File: config.mk
export PLATFORM = sky130hd
export DESIGN_NAME = ismu_queue
export DESIGN_NICKNAME = d
export VERILOG_FILES = /design/src/rtl/ismu_pkg.sv /design/src/rtl/ismu_queue.sv
export SDC_FILE = /design/constraint.sdc
export NUM_CORES = 1
export LEC_CHECK = 0
export ABC_AREA = 0
export BUFFER_PORTS_ARGS = -buffer_cell sky130_fd_sc_hd__buf_2
export CORE_MARGIN = 4
export CORE_UTILIZATION = 50
export DETAILED_ROUTE_END_ITERATION = 8
export PLACE_DENSITY = 0.81
export SETUP_SLACK_MARGIN = 0.15
export SLEW_MARGIN = 5
export SYNTH_ARGS = -nofsm -noshare
export SYNTH_HDL_FRONTEND = slang
export SYNTH_SLANG_ARGS = --single-unit
File: constraint.sdc
create_clock -name clk -period 6.7 [get_ports clk]
set_clock_uncertainty 0.05 [all_clocks]
set_input_delay 0.67 -clock clk [delete_from_list [all_inputs] [get_ports clk]]
set_output_delay 0.67 -clock clk [all_outputs]
set_load 0.02 [all_outputs]
File: src/rtl/ismu_pkg.sv
package ismu_pkg;

  // lattice size
  localparam int GRID_ROWS = 1024;
  localparam int GRID_COLS = 1024;
  localparam int ROW_W     = $clog2(GRID_ROWS);
  localparam int COL_W     = $clog2(GRID_COLS);

  // field widths
  localparam int ADDR_IN_W = 10;
  localparam int RAND_W    = 16;
  localparam int THR_W     = 17;
  localparam int CFG_IDX_W = 2;
  localparam int ONES_W    = 4;
  localparam int LEVEL_W   = 3;

  // reciprocal reduction of the 10-bit address fields
  localparam int RECIP_SHIFT = 20;
  localparam int RECIP_W     = RECIP_SHIFT - 1;
  localparam int QUO_W       = ADDR_IN_W + RECIP_W - RECIP_SHIFT;
  localparam int ROW_RECIP   = (1 << RECIP_SHIFT) / GRID_ROWS;
  localparam int COL_RECIP   = (1 << RECIP_SHIFT) / GRID_COLS;

  // request queue, depth must stay a power of two
  localparam int QUEUE_DEPTH = 2;
  localparam int QPTR_W      = $clog2(QUEUE_DEPTH);

  // threshold reset values, Q1.16
  localparam logic [THR_W-1:0] ACCEPT_DE4_RST  = 17'd10901;
  localparam logic [THR_W-1:0] ACCEPT_DE8_RST  = 17'd1813;
  localparam logic [THR_W-1:0] ACCEPT_DE12_RST = 17'd302;
  localparam logic [THR_W-1:0] ACCEPT_DE16_RST = 17'd50;

  typedef enum logic [1:0] {
    OP_LOAD   = 2'd0,
    OP_UPDATE = 2'd1,
    OP_READ   = 2'd2
  } op_t;

  typedef enum logic [CFG_IDX_W-1:0] {
    CFG_DE4  = 2'd0,
    CFG_DE8  = 2'd1,
    CFG_DE12 = 2'd2,
    CFG_DE16 = 2'd3
  } cfg_idx_t;

  typedef enum logic [1:0] {
    BK_IDLE,
    BK_FETCH,
    BK_EVAL
  } bk_state_t;

  typedef struct packed {
    logic [1:0]           op;
    logic [ADDR_IN_W-1:0] row;
    logic [ADDR_IN_W-1:0] col;
    logic                 spin_in;
    logic [RAND_W-1:0]    random;
  } in_item_t;

  typedef struct packed {
    logic spin_out;
    logic flipped;
  } out_item_t;

  // classified request as it waits in the queue
  typedef struct packed {
    op_t               kind;
    logic [ROW_W-1:0]  row_prev;
    logic [ROW_W-1:0]  row_cur;
    logic [ROW_W-1:0]  row_next;
    logic [COL_W-1:0]  col_prev;
    logic [COL_W-1:0]  col_cur;
    logic [COL_W-1:0]  col_next;
    logic              spin_in;
    logic [RAND_W-1:0] random;
  } q_item_t;

  // queue head as seen by the back end
  typedef struct packed {
    logic    valid;
    q_item_t item;
  } q_head_t;

endpackage

File: src/rtl/ismu_queue.sv
module ismu_queue (
  input  logic              clk,
  input  logic              rst,
  input  logic              push_valid,
  output logic              can_push,
  input  ismu_pkg::q_item_t push_item,
  output ismu_pkg::q_head_t head,
  input  logic              pop
);
  import ismu_pkg::*;

  q_item_t           slots [QUEUE_DEPTH];
  logic [QPTR_W-1:0] wr_ptr;
  logic [QPTR_W-1:0] rd_ptr;
  logic [QPTR_W:0]   count;
  logic              push;
  logic              pull;

  assign can_push   = count != (QPTR_W + 1)'(QUEUE_DEPTH);
  assign push       = push_valid && can_push;
  assign pull       = pop && head.valid;
  assign head.valid = count != '0;
  assign head.item  = slots[rd_ptr];

  always_ff @(posedge clk) begin
    if (rst) begin
      wr_ptr <= '0;
      rd_ptr <= '0;
      count  <= '0;
    end else begin
      if (push) begin
        wr_ptr <= wr_ptr + QPTR_W'(1);
      end
      if (pull) begin
        rd_ptr <= rd_ptr + QPTR_W'(1);
      end
      if (push && !pull) begin
        count <= count + (QPTR_W + 1)'(1);
      end else if (pull && !push) begin
        count <= count - (QPTR_W + 1)'(1);
      end
    end
    if (push) begin
      slots[wr_ptr] <= push_item;
    end
  end

endmodule

==> out/qor.csv <==
stage;metric;value;unit
grt;GR Layer Usage met3;0.0627;
grt;met1 Track Usage GR;0.158;
sta;relative slew slack;0.272;
synthesis;synthesized instance count;270;
cts;Root Driver;clkbuf_16;
worst_setup_path;Setup crit end;head[67];
floorplanning;initial core utilization;0.515;
sta;Finish-stage setup viols;0;
cts;cts bufs inserted;17;
worst_setup_path;crit-path cells;mux2_2 -> buf_2;
worst_setup_path;worst path arrival time;2110;ps
layout;commonest non-fill, non-tap cell in the layout;buf_2;
cts;Post-CTS Resized;0;
worst_setup_path;CP endpoint kind;output port;
worst_setup_path;CP Launch Type;flip-flop;
synthesis;Post-synth EDFFs;158;
placement;Post-Place Worst Slack;4240;ps
floorplanning;Site Rows;39;
grt;global route overflow;0;
layout;register area;4850;sq um
grt;first-pass GRT wire length;15200;microns
worst_setup_path;CP max FO;79;
sta;final hold violation count;0;
routing;Post-DRT Antenna Nets;0;
synthesis;Synth cell types;19;
sta;RSZ-0062 raised after global routing;false;
routing;drt first pass iters;4;
layout;layout cells sized above 1;0.600;
synthesis;Post-Syn Nets;354;
worst_setup_path;Crit path required time;5980;ps
sta;setup TNS;0;ps
grt;initial antenna violation count;1;
placement;Final HPWL DP;6480;microns
pwr;IR drop worst, VDD;0.243;mV
synthesis;register area share after synthesis;0.813;
pwr;Tot Pwr;2.97;mW
grt;busiest layer in global routing;met2;
worst_hold_path;Hold Path Class;in -> reg;
placement;GPL Wtd Cong;0.685;
worst_setup_path;CP top delay family;flip-flops;
routing;Iter 0 DRT Violations;138;
cts;Skew-Pair Late Insertion Delay;410;ps
layout;Multi-input gate area;1050;sq um
grt;All-Layer GR Usage;0.150;
routing;Detailed Route WL;10100;microns
sta;final worst slack;3870;ps
routing;DRC;0;
worst_setup_path;Slowest cell on crit path;dfxtp_4;
cts;Clock Path Buffers;2;
cts;clk sink count;163;
worst_setup_path;kind of critical path;reg -> out;
worst_setup_path;CP peak stage delay;1050;ps
cts;H-tree Lvls;4;
pwr;Lkg Pwr;2.81;nW
cts;TritonCTS clock tree;done;
sta;pin slew with the least headroom to its limit;1090;ps
cts;Setup Fix Bufs, Post-CTS;0;
worst_setup_path;Buf+Inv Stages, Crit Path;1;
floorplanning;Core Area;11600;sq um
worst_setup_path;Crit path depth;2;
grt;vias in the first global route;3199;
sta;top achievable clock speed;0.353;GHz
synthesis;post-synth top area share;0.796;
sta;Final Max Tran Viols;0;
synthesis;post-synth top area cell;edfxtp_1;
synthesis;Yosys warnings;0;
flow_run;Max-Cap Viols;0;
layout;post-route cell area;7460;sq um
layout;nets;528;
worst_setup_path;Reg2Reg Depth;4;
synthesis;Post-Syn Area;5960;sq um
status;status;complete, no violations;
placement;port buffer count;163;
routing;Vias;3022;
floorplanning;Die Wd;117;microns
floorplanning;io pins;164;
routing;DR vias/cell;5.03;
sta;minimum clock period;2830;ps
cts;Worst-path clk slew;60;ps
worst_setup_path;origin of the critical flop-to-flop path;count[0];
placement;post-place instance area;6910;sq um
routing;Avg WL per Cell;16.8;microns
pwr;PwrDens;399;nW/um^2
layout;layout filler cell count;811;
floorplanning;die area;13700;sq um
sta;Tcrit/Tclk final;0.423;
layout;most frequent cells in the layout;163 x buf_2, 158 x edfxtp_1, 69 x mux2_2;
worst_setup_path;R2R Path End;slots[0][18];
layout;Finished Core Util;0.645;
synthesis;syn_area_per_cell;22.1;sq um
layout;synth-to-layout area growth;25.2;%
grt;largest net degree at the start of global routing;80;
grt;met2 GRT Util;0.255;
synthesis;Async S/R FF share, synth;0;
cts;cts hold-fix bufs;0;
synthesis;Top FF cell, synth;edfxtp_1;
floorplanning;chip height;117;microns
synthesis;main area contributors after synthesis;edfxtp_1 80%, mux2_2 13%, mux2_4 2.5%, dfxtp_1 1.7%, buf_6 0.57%;
synthesis;Seq cells post-synth;163;
worst_setup_path;FF-to-FF setup slack;4490;ps
## sequential cells by signal (all words and copies together), names as in the netlist, named ones only
register	flops
slots	158
count	2
wr_ptr	1
rd_ptr	1
## routing by layer
layer / wire, microns / share of wire
met1: 3810 / 0.38
met2: 5220 / 0.52
met3: 822 / 0.081
met4: 278 / 0.027
met5: 0 / 0
## power breakdown
group	internal (mW)	total, mW	switching, mW
clock network	0.540	0.892	0.353
logic	0.311	0.708	0.397
registers	1.28	1.37	0.0967
total	2.13	2.97	0.847
## per-stage QoR
| step | hold slack [ps] | std cells |
|---|---|---|
| 6_report | 398 | 601 |
| 4_1_cts | 375 | 600 |
| 3_3_place_gp | 439 | 568 |
| 5_1_grt | 373 | 600 |
| 3_5_place_dp | 442 | 568 |
| 2_1_floorplan | 421 | 270 |
## worst register-to-register path, stage by stage (launching register included)
cell	delay [ps]
dfxtp_1	390
nand2b_1	220
nand3b_1	140
clkinv_2	290
buf_4	710
## cells in the mapped netlist, types with 2 or more instances
master / count
nor2_1: 3
dfxtp_1: 5
o21ai_0: 2
xor2_1: 3
a21oi_1: 2
edfxtp_1: 158
buf_6: 3
buf_2: 6
mux2_4: 10
mux2_2: 69
## cell families after synthesis
family          count (synthesis)  share of synthesized area
flops                         163                      0.813
simple gates                    9                    0.00840
compound gates                  5                    0.00504
xor+xnor                        3                    0.00441
buf+inv                        10                     0.0113
mux                            79                      0.156
fa+ha+maj                       1                    0.00210
## worst min-delay path by stage
stage	from	to	cells after the start	slack, ps
after floorplan	count[1]	count[1]	2	420
after global placement	rd_ptr	flip-flop	2	440
after detailed placement	rd_ptr	flip-flop	2	440
after CTS	push_item[44]	slots[1][44]	1	380
after global routing	push_item[44]	slots[1][44]	1	370
final	push_item[44]	slots[1][44]	1	400
## cell type report
cell class | instances | share of cell area
Tap cell | 143 | 0.0240
Clock buffer | 19 | 0.0580
Inverter | 1 | 0.000671
Multi-Input combinational cell | 97 | 0.141
Timing Repair Buffer | 164 | 0.110
Sequential cell | 163 | 0.650
Antenna cell | 1 | 0.000335
Clock inverter | 13 | 0.0158
No activity file was read; power rests on OpenSTA's default activity.
