[src/rtl/ismu_pkg.sv]
package ismu_pkg;

  // lattice size
  localparam int GRID_ROWS = 1024;
  localparam int GRID_COLS = 1024;
  localparam int ROW_W     = $clog2(GRID_ROWS);
  localparam int COL_W     = $clog2(GRID_COLS);

  // field widths
  localparam int ADDR_IN_W = 10;
  localparam int RAND_W    = 16;
  localparam int THR_W     = 17;
  localparam int CFG_IDX_W = 2;
  localparam int ONES_W    = 4;
  localparam int LEVEL_W   = 3;

  // reciprocal reduction of the 10-bit address fields
  localparam int RECIP_SHIFT = 20;
  localparam int RECIP_W     = RECIP_SHIFT - 1;
  localparam int QUO_W       = ADDR_IN_W + RECIP_W - RECIP_SHIFT;
  localparam int ROW_RECIP   = (1 << RECIP_SHIFT) / GRID_ROWS;
  localparam int COL_RECIP   = (1 << RECIP_SHIFT) / GRID_COLS;

  // request queue, depth must stay a power of two
  localparam int QUEUE_DEPTH = 2;
  localparam int QPTR_W      = $clog2(QUEUE_DEPTH);

  // threshold reset values, Q1.16
  localparam logic [THR_W-1:0] ACCEPT_DE4_RST  = 17'd10901;
  localparam logic [THR_W-1:0] ACCEPT_DE8_RST  = 17'd1813;
  localparam logic [THR_W-1:0] ACCEPT_DE12_RST = 17'd302;
  localparam logic [THR_W-1:0] ACCEPT_DE16_RST = 17'd50;

  typedef enum logic [1:0] {
    OP_LOAD   = 2'd0,
    OP_UPDATE = 2'd1,
    OP_READ   = 2'd2
  } op_t;

  typedef enum logic [CFG_IDX_W-1:0] {
    CFG_DE4  = 2'd0,
    CFG_DE8  = 2'd1,
    CFG_DE12 = 2'd2,
    CFG_DE16 = 2'd3
  } cfg_idx_t;

  typedef enum logic [1:0] {
    BK_IDLE,
    BK_FETCH,
    BK_EVAL
  } bk_state_t;

  typedef struct packed {
    logic [1:0]           op;
    logic [ADDR_IN_W-1:0] row;
    logic [ADDR_IN_W-1:0] col;
    logic                 spin_in;
    logic [RAND_W-1:0]    random;
  } in_item_t;

  typedef struct packed {
    logic spin_out;
    logic flipped;
  } out_item_t;

  // classified request as it waits in the queue
  typedef struct packed {
    op_t               kind;
    logic [ROW_W-1:0]  row_prev;
    logic [ROW_W-1:0]  row_cur;
    logic [ROW_W-1:0]  row_next;
    logic [COL_W-1:0]  col_prev;
    logic [COL_W-1:0]  col_cur;
    logic [COL_W-1:0]  col_next;
    logic              spin_in;
    logic [RAND_W-1:0] random;
  } q_item_t;

  // queue head as seen by the back end
  typedef struct packed {
    logic    valid;
    q_item_t item;
  } q_head_t;

endpackage

[src/rtl/ismu_front.sv]
module ismu_front (
  input  logic               clk,
  input  logic               rst,
  input  logic               item_valid,
  output logic               item_ready,
  input  ismu_pkg::in_item_t item,
  output logic               b_valid,
  input  logic               can_push,
  output ismu_pkg::q_item_t  b_item
);
  import ismu_pkg::*;

  logic                             a_valid;
  in_item_t                         a_item;
  logic [QUO_W-1:0]                 a_row_q;
  logic [QUO_W-1:0]                 a_col_q;
  logic                             b_ready;
  logic [ADDR_IN_W+RECIP_W-1:0]     row_prod;
  logic [ADDR_IN_W+RECIP_W-1:0]     col_prod;
  logic [ADDR_IN_W-1:0]             row_rem;
  logic [ADDR_IN_W-1:0]             col_rem;
  q_item_t                          b_item_next;

  assign b_ready    = !b_valid || can_push;
  assign item_ready = !a_valid || b_ready;

  // quotient estimate, at most one short of the true quotient
  assign row_prod = item.row * RECIP_W'(ROW_RECIP);
  assign col_prod = item.col * RECIP_W'(COL_RECIP);

  always_ff @(posedge clk) begin
    if (rst) begin
      a_valid <= 1'b0;
    end else if (item_ready) begin
      a_valid <= item_valid;
    end
    if (item_ready && item_valid) begin
      a_item  <= item;
      a_row_q <= row_prod[ADDR_IN_W+RECIP_W-1:RECIP_SHIFT];
      a_col_q <= col_prod[ADDR_IN_W+RECIP_W-1:RECIP_SHIFT];
    end
  end

  always_comb begin
    row_rem = a_item.row - ADDR_IN_W'(a_row_q * GRID_ROWS);
    if (int'(row_rem) >= GRID_ROWS) begin
      row_rem = row_rem - ADDR_IN_W'(GRID_ROWS);
    end
    col_rem = a_item.col - ADDR_IN_W'(a_col_q * GRID_COLS);
    if (int'(col_rem) >= GRID_COLS) begin
      col_rem = col_rem - ADDR_IN_W'(GRID_COLS);
    end

    b_item_next          = '0;
    b_item_next.row_cur  = ROW_W'(row_rem);
    b_item_next.col_cur  = COL_W'(col_rem);
    b_item_next.spin_in  = a_item.spin_in;
    b_item_next.random   = a_item.random;

    // toroidal neighbours
    if (b_item_next.row_cur == '0) begin
      b_item_next.row_prev = ROW_W'(GRID_ROWS - 1);
    end else begin
      b_item_next.row_prev = b_item_next.row_cur - ROW_W'(1);
    end
    if (b_item_next.row_cur == ROW_W'(GRID_ROWS - 1)) begin
      b_item_next.row_next = '0;
    end else begin
      b_item_next.row_next = b_item_next.row_cur + ROW_W'(1);
    end
    if (b_item_next.col_cur == '0) begin
      b_item_next.col_prev = COL_W'(GRID_COLS - 1);
    end else begin
      b_item_next.col_prev = b_item_next.col_cur - COL_W'(1);
    end
    if (b_item_next.col_cur == COL_W'(GRID_COLS - 1)) begin
      b_item_next.col_next = '0;
    end else begin
      b_item_next.col_next = b_item_next.col_cur + COL_W'(1);
    end

    // unused op code behaves as a read
    case (a_item.op)
      OP_LOAD:   b_item_next.kind = OP_LOAD;
      OP_UPDATE: b_item_next.kind = OP_UPDATE;
      default:   b_item_next.kind = OP_READ;
    endcase
  end

  always_ff @(posedge clk) begin
    if (rst) begin
      b_valid <= 1'b0;
    end else if (b_ready) begin
      b_valid <= a_valid;
    end
    if (b_ready && a_valid) begin
      b_item <= b_item_next;
    end
  end

endmodule

[config.mk]
export PLATFORM = sky130hd
export DESIGN_NAME = ismu_front
export DESIGN_NICKNAME = d
export VERILOG_FILES = /design/src/rtl/ismu_pkg.sv /design/src/rtl/ismu_front.sv
export SDC_FILE = /design/constraint.sdc
export NUM_CORES = 1
export LEC_CHECK = 0
export BUFFER_PORTS_ARGS = -buffer_cell sky130_fd_sc_hd__buf_4
export CAP_MARGIN = 20
export CORE_MARGIN = 8
export CORE_UTILIZATION = 25
export CTS_CLUSTER_DIAMETER = 150
export DETAILED_ROUTE_END_ITERATION = 7
export GPL_TIMING_DRIVEN = 0
export MAX_ROUTING_LAYER = met4
export PLACE_DENSITY = 0.47
export SKIP_LAST_GASP = 1
export SLEW_MARGIN = 20
export SYNTH_ARGS = -nofsm -noshare
export SYNTH_HDL_FRONTEND = slang
export SYNTH_SLANG_ARGS = --single-unit
[constraint.sdc]
create_clock -name clk -period 5.6 [get_ports clk]
set_input_delay 0.84 -clock clk [delete_from_list [all_inputs] [get_ports clk]]
set_output_delay 0.84 -clock clk [all_outputs]
set_load 0.05 [all_outputs]
==> results of run 1 <==
cells in the final DEF (no fill, tap or decap), types with 6 or more instances in the layout:
| cell type | n |
|---|---|
| buf_4 | 123 |
| nor2_1 | 16 |
| xnor2_1 | 7 |
| nand2_1 | 13 |
| edfxtp_1 | 118 |
| nor2b_1 | 8 |
| inv_1 | 10 |
| o21ai_0 | 12 |
| buf_2 | 7 |
| xor2_1 | 7 |
| or3_1 | 6 |
| a21oi_1 | 8 |
| nand3_1 | 11 |
| clkbuf_16 | 17 |
| nor3_1 | 7 |
final cells by class:
| type | count | area, um2 |
|---|---|---|
| fill | 1717 | 11400 |
| sequential | 120 | 3580 |
| timing repair buffer | 127 | 1030 |
| multi-input combinational | 140 | 878 |
| clock buffer | 20 | 437 |
| tap | 229 | 287 |
| clock inverter | 12 | 200 |
| buffer | 13 | 75.1 |
| inverter | 10 | 37.5 |
| antenna | 2 | 5.00 |
worst paths after layout:
check,from,endpoint,slack (ps),cells past startpoint
setup / recovery,can_push,item_ready,3190,4
hold / removal,a_item[4]$_DFFE_PP_,b_item[4]$_DFFE_PP_,420,0
setup reg to reg,a_item[27]$_DFFE_PP_,b_item[76]$_SDFFCE_PN1P_,3520,6
hold reg to reg,a_item[4]$_DFFE_PP_,b_item[4]$_DFFE_PP_,420,0
report_power, final:
part / total (mW) / switching (mW) / internal, mW
clock: 1.18 / 0.387 / 0.788
sequential: 1.07 / 0.0215 / 1.04
combinational: 0.248 / 0.166 / 0.0822
total: 2.49 / 0.574 / 1.91
cells in the mapped netlist (2+ instances only):
cell type,count
a21oi_1,8
nor2_1,16
a211oi_1,2
nand4_1,3
nor3b_1,3
o21ai_0,12
nor2b_1,9
o2111ai_1,2
inv_1,10
a311oi_1,2
buf_2,7
nor4_1,5
o31ai_1,3
or4_1,2
nor3_1,7
dfxtp_1,2
clkbuf_2,2
o211ai_1,2
ha_1,5
and3_1,2
o22ai_1,2
xnor2_1,7
nand2_1,13
clkbuf_1,2
edfxtp_1,118
buf_6,2
or3_1,6
xor2_1,7
nand3_1,11
through the flow:
stage          cells  total power, mW  setup slack (ps)
2_1_floorplan    283             1.24               649
6_report         673             2.49              3190
4_1_cts          671             2.53              3190
3_3_place_gp     635             1.33             -1100
3_5_place_dp     639             1.34              3190
5_1_grt          673             2.58              3110
logic make-up (layout without fill, tap and decap cells):
kind of cell               after synthesis  in the layout
adders and majority gates                5              5
xor gates and xnor gates                14             14
and+or+nand+nor                         84             84
DFF                                    120            120
AOI/OAI and AO/OA                       37             37
other                                    0              2
buffers and inverters                   23            182
flip-flops by register name, indices dropped and copies added (netlist names):
name,cells
a_valid,1
b_item,79
b_valid,1
a_item,39
routing by layer:
metal	GRT usage	routed length, um	vias to the layer above
met2	0.146	5000	110
met5	-	0	-
met1	0.124	4790	1379
met3	0.0406	858	13
li1	-	-	1384
met4	0.0534	201	0
==> flow_summary.ini, run 1 <==
[grt]
track_usage = 0.103
grt_pass1_vias = 3018
antenna_found_initial = 2
grt-ovfl-total = 0
grt_pass1_wl_um = 17100
grt_max_degree = 27

[run]
timing.max_cap.violations = 0

[route]
ant_nets = 0
wirelength_um = 10900
avgViaCountPerCell = 4.29
vias = 2886
routedWlPerCell_um = 16.1
firstDrtPassIters = 4
drc = 0
drtIter0Drc = 204

[setup_path]
worstPathRequired_ps = 4760
crit_arrival_ps = 1570
crit_path_cell_trace = buf_4 -> nor2b_1 -> nand2_1 -> buf_4
cp_common_cell = buf_4
crit_path_end_kind = output pin
cp_top_family = simple AND/OR/NAND/NOR gates
crit_type = input pin to output pin
path_max_fanout = 4
cpPeakStageDelay_ps = 300
cp-start-kind = input pin
crit_slowest_cell = nor2b_1
worst-path-buf-inv = 2

[logic_synthesis]
synthXorXnorAreaFrac = 0.0269
synth_cells = 283
synth_area_per_cell_um2 = 16.1
ys_types = 40
synth_top_family_by_area = simple AND/OR/NAND/NOR gates
yosysWarnings = 0
synth_edf_count = 118
yosys.area.top_type_share = 0.776
synth_compound_area_frac = 0.0512
ys.flop_type = edfxtp_1
syn_nets = 331
seq_area_frac_synth = 0.785
synth-async-reset-ratio = 0
yosys.area_share.simple = 0.0987
synthMuxAreaShare = 0
synth.area.top_cells = edfxtp_1, ha_1, xnor2_1, xor2_1, o21ai_0
synth_adder_area_share = 0.0137
synth-seq-cells = 120
yosys.area.top_type = edfxtp_1
synth_area_um2 = 4570

[timing]
relSlewSlack = 0.530
setup-tns-final_ps = 0
max_freq_mhz = 414
min_period_ps = 2410
hold_violations = 0
slew_viol_final = 0
clock_skew_ps = 6.45
finalCritPeriodShare = 0.431
grt_setup_unrepaired = false
whs_ps = 415
finalSetupViolCount = 0
tightest_slew_ps = 704

[cells_and_area]
syn2layout_area_growth_pct = 43.0
nets = 477
fin_area_um2 = 6530
final_layout_size_suffix_gt1_frac = 0.389
fin_util = 0.363

[outcome]
status = complete, no violations

[place]
io_buffers = 123
place_hpwl_um = 7950
gp_congestion = 0.820
dpl_cell_area_um2 = 5890

[power_and_ir_drop]
irDropWorstVdd_uv = 198
power_leakage_nw = 2.44
p_per_area_nw_per_um2 = 381

[clock_tree]
cts_buffers = 17
cts_max_level = 4
cts_resized = 0
clock_latency_ps = 410
clk_pin_slew_worst_paths_ps = 50
tritoncts = done
cts_setup_buffers = 0
clock-sinks = 120
clock_path_buffers = 2
cts_hold_buf = 0
cts_root_buffer = clkbuf_16

[die]
dieArea_um2 = 22800
start_util = 0.254
die_w_um = 151
pin_count = 124
coreArea_um2 = 18000
row_count = 49
die_h_um = 151

[worst_hold_path]
hold_class = register to register
Note: power is estimated with default switching activity, not from simulation.
==> run 2, diff against run 1 <==
PLACE_DENSITY = 0.49   (was 0.47)
clock period = 1.9 ns   (was 5.6 ns; I/O delays follow)
==> run 2 against run 1 <==
  * Clock-buffer cell count shrank 1
  * Register-to-register slack worse by 3500 ps
  * First-iteration DRC count up 3.4%
  * Clock skew up 3.4 ps
  * Core utilization shrank 0.21 points
  * Worst setup slack got worse by 3100 ps
  * Die area is the same
  * Via count rose by 0.62%
  * Sequential share of layout area rose by 0.38 points
  * Critical path depth up 1
  * Critical endpoint is now b_item[44]$_SDFFCE_PN1P_
==> flow_summary.ini, run 2 (synthesis gave the netlist of run 1 again) <==
[power_and_ir_drop]
power_leakage_nw = 2.42
p_per_area_nw_per_um2 = 1060
irDropWorstVdd_uv = 564
power_mw = 6.86

[cells_and_area]
mostFrequentLayoutCell = buf_4
nets = 477
syn2layout_area_growth_pct = 42.2
largest_register_ffs = 79
regMostFlops = b_item
fin_util = 0.361
final_cell_count_no_fill = 672
reg_top3 = b_item: 79 flops, a_item: 39 flops
final_layout_size_suffix_gt1_frac = 0.400
final_cell_mix = buf_4, edfxtp_1, clkbuf_16, nor2_1, nand2_1
fin_area_um2 = 6490

[setup_path]
crit_arrival_ps = 1990
crit_path_end_kind = register
path_max_fanout = 10
crit_path_cell_trace = buf_6 -> or3_1 -> clkbuf_2 -> o41ai_1 -> o31ai_1
worst-path-buf-inv = 2
cp-start-kind = register
crit_type = register to register
cpPeakStageDelay_ps = 410
crit_slowest_cell = edfxtp_1
worstPathRequired_ps = 2040
cp_top_family = compound AO/OA/AOI/OAI gates

[timing]
slew_viol_final = 0
tightest_slew_ps = 553
finalWorstSetupSlack_ps = 56.6
clock_skew_ps = 9.86
hold_violations = 0
grt_setup_unrepaired = true
setup-tns-final_ps = 0
min_period_ps = 1840
finalSetupViolCount = 0
relSlewSlack = 0.629
max_freq_mhz = 542
whs_ps = 27.2
finalCritPeriodShare = 0.970

[die]
die_h_um = 151
die_w_um = 151
pin_count = 124
row_count = 49
coreArea_um2 = 18000
dieArea_um2 = 22800
start_util = 0.254

[clock_tree]
clock-sinks = 120
clock_path_buffers = 2
cts_hold_buf = 0
clock_latency_ps = 410
cts_max_level = 4
tritoncts = done
cts_buffers = 17
cts_root_buffer = clkbuf_16
clk_pin_slew_worst_paths_ps = 50

[route]
drtIter0Drc = 211
wirelength_um = 10900
avgViaCountPerCell = 4.32
firstDrtPassIters = 6
vias = 2904
routedWlPerCell_um = 16.2
ant_nets = 0
drc = 0

[run]
timing.max_cap.violations = 0

[worst_hold_path]
hold_class = input pin to register

[outcome]
status = complete, no violations

[grt]
grt_max_degree = 40
track_usage = 0.0996
grt-ovfl-total = 0
antenna_found_initial = 3
grt_pass1_wl_um = 16500
grt_pass1_vias = 2925

[place]
dpl_cell_area_um2 = 5880
dp_slack_ps = -164
place_hpwl_um = 7900
dp.cells = 638
io_buffers = 123
gp_congestion = 0.823
run 2: cell count changes in the layout (fill, tap and decap cells not counted), moves of 2 or more:
cell / change
buf_2: -2
clkinv_1: +4
nor3b_4: +2
nor3b_1: -2
buf_4: +2
bufinv_16: -3
run 2: path summary, 6_finish.rpt:
path         cells after the start                 start  slack, ps                  endpoint
max reg2reg                      5  a_item[20]$_DFFE_PP_         60  b_item[44]$_SDFFCE_PN1P_
min                              2                   rst         30      b_valid$_SDFFE_PP0P_
min reg2reg                      0  a_item[14]$_DFFE_PP_        420      b_item[14]$_DFFE_PP_
max                              5  a_item[20]$_DFFE_PP_         60  b_item[44]$_SDFFCE_PN1P_
run 2: area by class of cell:
| class | instances | area, um2 |
|---|---|---|
| sequential | 120 | 3590 |
| multi-input combinational | 140 | 937 |
| clock inverter | 11 | 109 |
| inverter | 10 | 37.5 |
| buffer | 13 | 80.1 |
| fill | 1756 | 11500 |
| tap | 229 | 287 |
| clock buffer | 19 | 433 |
| antenna | 3 | 7.51 |
| timing repair buffer | 127 | 1010 |
run 2: where the power goes:
part	internal, mW	switching (mW)	leakage [nW]
sequential	3.08	0.0652	1.14
combinational	0.246	0.492	1.02
clock	1.89	1.10	0.259
run 2: per-layer routing:
| layer | share of wire | track usage | wire length (um) |
|---|---|---|---|
| met4 | 0.024 | 0.0534 | 256 |
| met1 | 0.42 | 0.118 | 4600 |
| met2 | 0.47 | 0.140 | 5090 |
| met3 | 0.085 | 0.0448 | 924 |
| met5 | 0 | - | 0 |
run 2: timing repair:
item                                    CTS  global route
resized for setup                         2            10
pin swaps                                 0             0
endpoints found under the setup margin   14            15
setup buffers                             0             1
==> run 3, diff against run 2 <==
CORE_MARGIN = 1.5   (was 8)
CTS_BUF_LIST = sky130_fd_sc_hd__clkbuf_4 sky130_fd_sc_hd__clkbuf_8 sky130_fd_sc_hd__clkbuf_16   (was not set)
==> run 3 against run 2 <==
  * Via count is 0.72% lower
  * Clock-buffer cell count is 2 lower
  * Critical path depth is 1 lower
  * Flip-flop and latch count stayed put
  * Worst setup slack better by 3.9 ps
  * Combinational power is 1% lower
  * Global-route usage is 1.4 points higher
  * Routed wire length is 7.5% lower
  * Sequential share of layout area is 0.37 points lower
  * Hold slack better by 5.2 ps
==> flow_summary.ini, run 3 (synthesis gave the netlist of run 1 again) <==
[outcome]
status = complete, no violations

[place]
io_buffers = 123
gp_congestion = 0.798
place_hpwl_um = 7020

[clock_tree]
cts_max_level = 4
cts_buffers = 17
clock_path_buffers = 2
clock-sinks = 120
clk_pin_slew_worst_paths_ps = 50
tritoncts = done
clock_latency_ps = 410
cts_root_buffer = clkbuf_16

[setup_path]
r2r-end = b_item[76]$_SDFFCE_PN1P_
crit_path_end_kind = register
ff2ff_setup_slack_ps = 60
cp-startpoint = a_item[31]$_DFFE_PP_
crit_arrival_ps = 1980
regToRegStartpoint = a_item[31]$_DFFE_PP_
cpPeakStageDelay_ps = 500
ff2ff_path_depth = 4
worstPathRequired_ps = 2040
path_max_fanout = 10
cp-start-kind = register
crit_type = register to register
crit_path_cell_trace = clkbuf_4 -> or4_1 -> o31ai_1 -> o21ai_1
crit_slowest_cell = or4_1

[run]
timing.max_cap.violations = 0

[cells_and_area]
final_layout_size_suffix_gt1_frac = 0.398
reg_top3 = b_item: 79 flops, a_item: 39 flops
final_cell_mix = buf_4, edfxtp_1, clkbuf_16, nor2_1, nand2_1
fin_util = 0.364
mostFrequentLayoutCell = buf_4
largest_register_ffs = 79
nets = 477
syn2layout_area_growth_pct = 43.1
regMostFlops = b_item

[route]
wirelength_um = 10100
firstDrtPassIters = 4
routedWlPerCell_um = 15.0
ant_nets = 0
drc = 0
vias = 2883
drtIter0Drc = 222
avgViaCountPerCell = 4.30

[timing]
finalSetupViolCount = 0
tightest_slew_ps = 546
relSlewSlack = 0.634
hold_violations = 0
grt_setup_unrepaired = false
clock_skew_ps = 6.20
max_freq_mhz = 544
setup-tns-final_ps = 0
min_period_ps = 1840
slew_viol_final = 0
finalCritPeriodShare = 0.968

[grt]
track_usage = 0.113
grt_pass1_wl_um = 15900
grt_max_degree = 40
grt-ovfl-total = 0
grt_pass1_vias = 2927
antenna_found_initial = 1

[worst_hold_path]
whs_path_depth = 2
min_from = rst
holdPathEnd = b_valid$_SDFFE_PP0P_
hold_class = input pin to register

[die]
start_util = 0.254
row_count = 49
die_h_um = 138
coreArea_um2 = 18000
dieArea_um2 = 19100
die_w_um = 138
pin_count = 124

[power_and_ir_drop]
irDropWorstVdd_uv = 580
power_leakage_nw = 2.45
power_mw = 7.24
p_per_area_nw_per_um2 = 1110
-- run 3: cell types whose count changed in the layout (fill, tap and decap cells not counted), sizes merged --
cell      delta
clkbuf       -2
bufinv       +3
diode        -2
clkinvlp     -1
-- run 3: per-layer routing --
layer  part of all wire  GRT usage
met2               0.45      0.157
met3              0.088     0.0561
met4              0.015     0.0449
met5                  0          -
met1               0.44      0.141
-- run 3: power breakdown --
| part | internal [mW] | switching (mW) | total, mW |
|---|---|---|---|
| registers | 3.08 | 0.0639 | 3.14 |
| logic | 0.241 | 0.489 | 0.730 |
| clock network | 2.28 | 1.09 | 3.37 |
-- run 3: worst max-delay path by stage --
stage                     slack [ps]                        to
final                             60  b_item[76]$_SDFFCE_PN1P_
after global routing               1  b_item[40]$_SDFFCE_PN1P_
after CTS                         20  b_item[50]$_SDFFCE_PN0P_
after detailed placement        -260  b_item[76]$_SDFFCE_PN1P_
after global placement          -720      b_item[64]$_DFFE_PP_
after floorplan                 -240       b_item[0]$_DFFE_PP_
-- run 3: cell type report --
| class | instances | area, um2 |
|---|---|---|
| fill | 1739 | 11400 |
| sequential | 120 | 3590 |
| clock inverter | 13 | 185 |
| tap | 229 | 287 |
| antenna | 1 | 2.50 |
| clock buffer | 17 | 425 |
| multi-input combinational | 140 | 935 |
| timing repair buffer | 127 | 998 |
| buffer | 13 | 77.6 |
| inverter | 10 | 37.5 |
-- run 3: repair_timing --
action / CTS / global route
hold buffers: 0 / 0
resized for setup: 3 / 7
setup endpoints to repair: 13 / 15
buffers inserted: 0 / 1
-- run 3: critical path, delay by kind of cell (launching register included) --
| family | cells | cell delay, ps |
|---|---|---|
| AO/OA/AOI/OAI | 2 | 410 |
| buffers and inverters | 1 | 220 |
| AND/OR/NAND/NOR | 1 | 500 |
| flip-flops | 1 | 430 |
-- run 3: through the flow --
stage | cell area (um2) | instances | setup WS [ps] | hold WS (ps)
2_1_floorplan | 4590 | 283 | -238 | 348
3_3_place_gp | 5800 | 635 | -719 | 401
3_5_place_dp | 5860 | 638 | -262 | 405
4_1_cts | 6490 | 668 | 17.4 | 9.30
5_1_grt | 6540 | 670 | 1.09 | 17.1
6_report | 6540 | 670 | 60.6 | 32.5
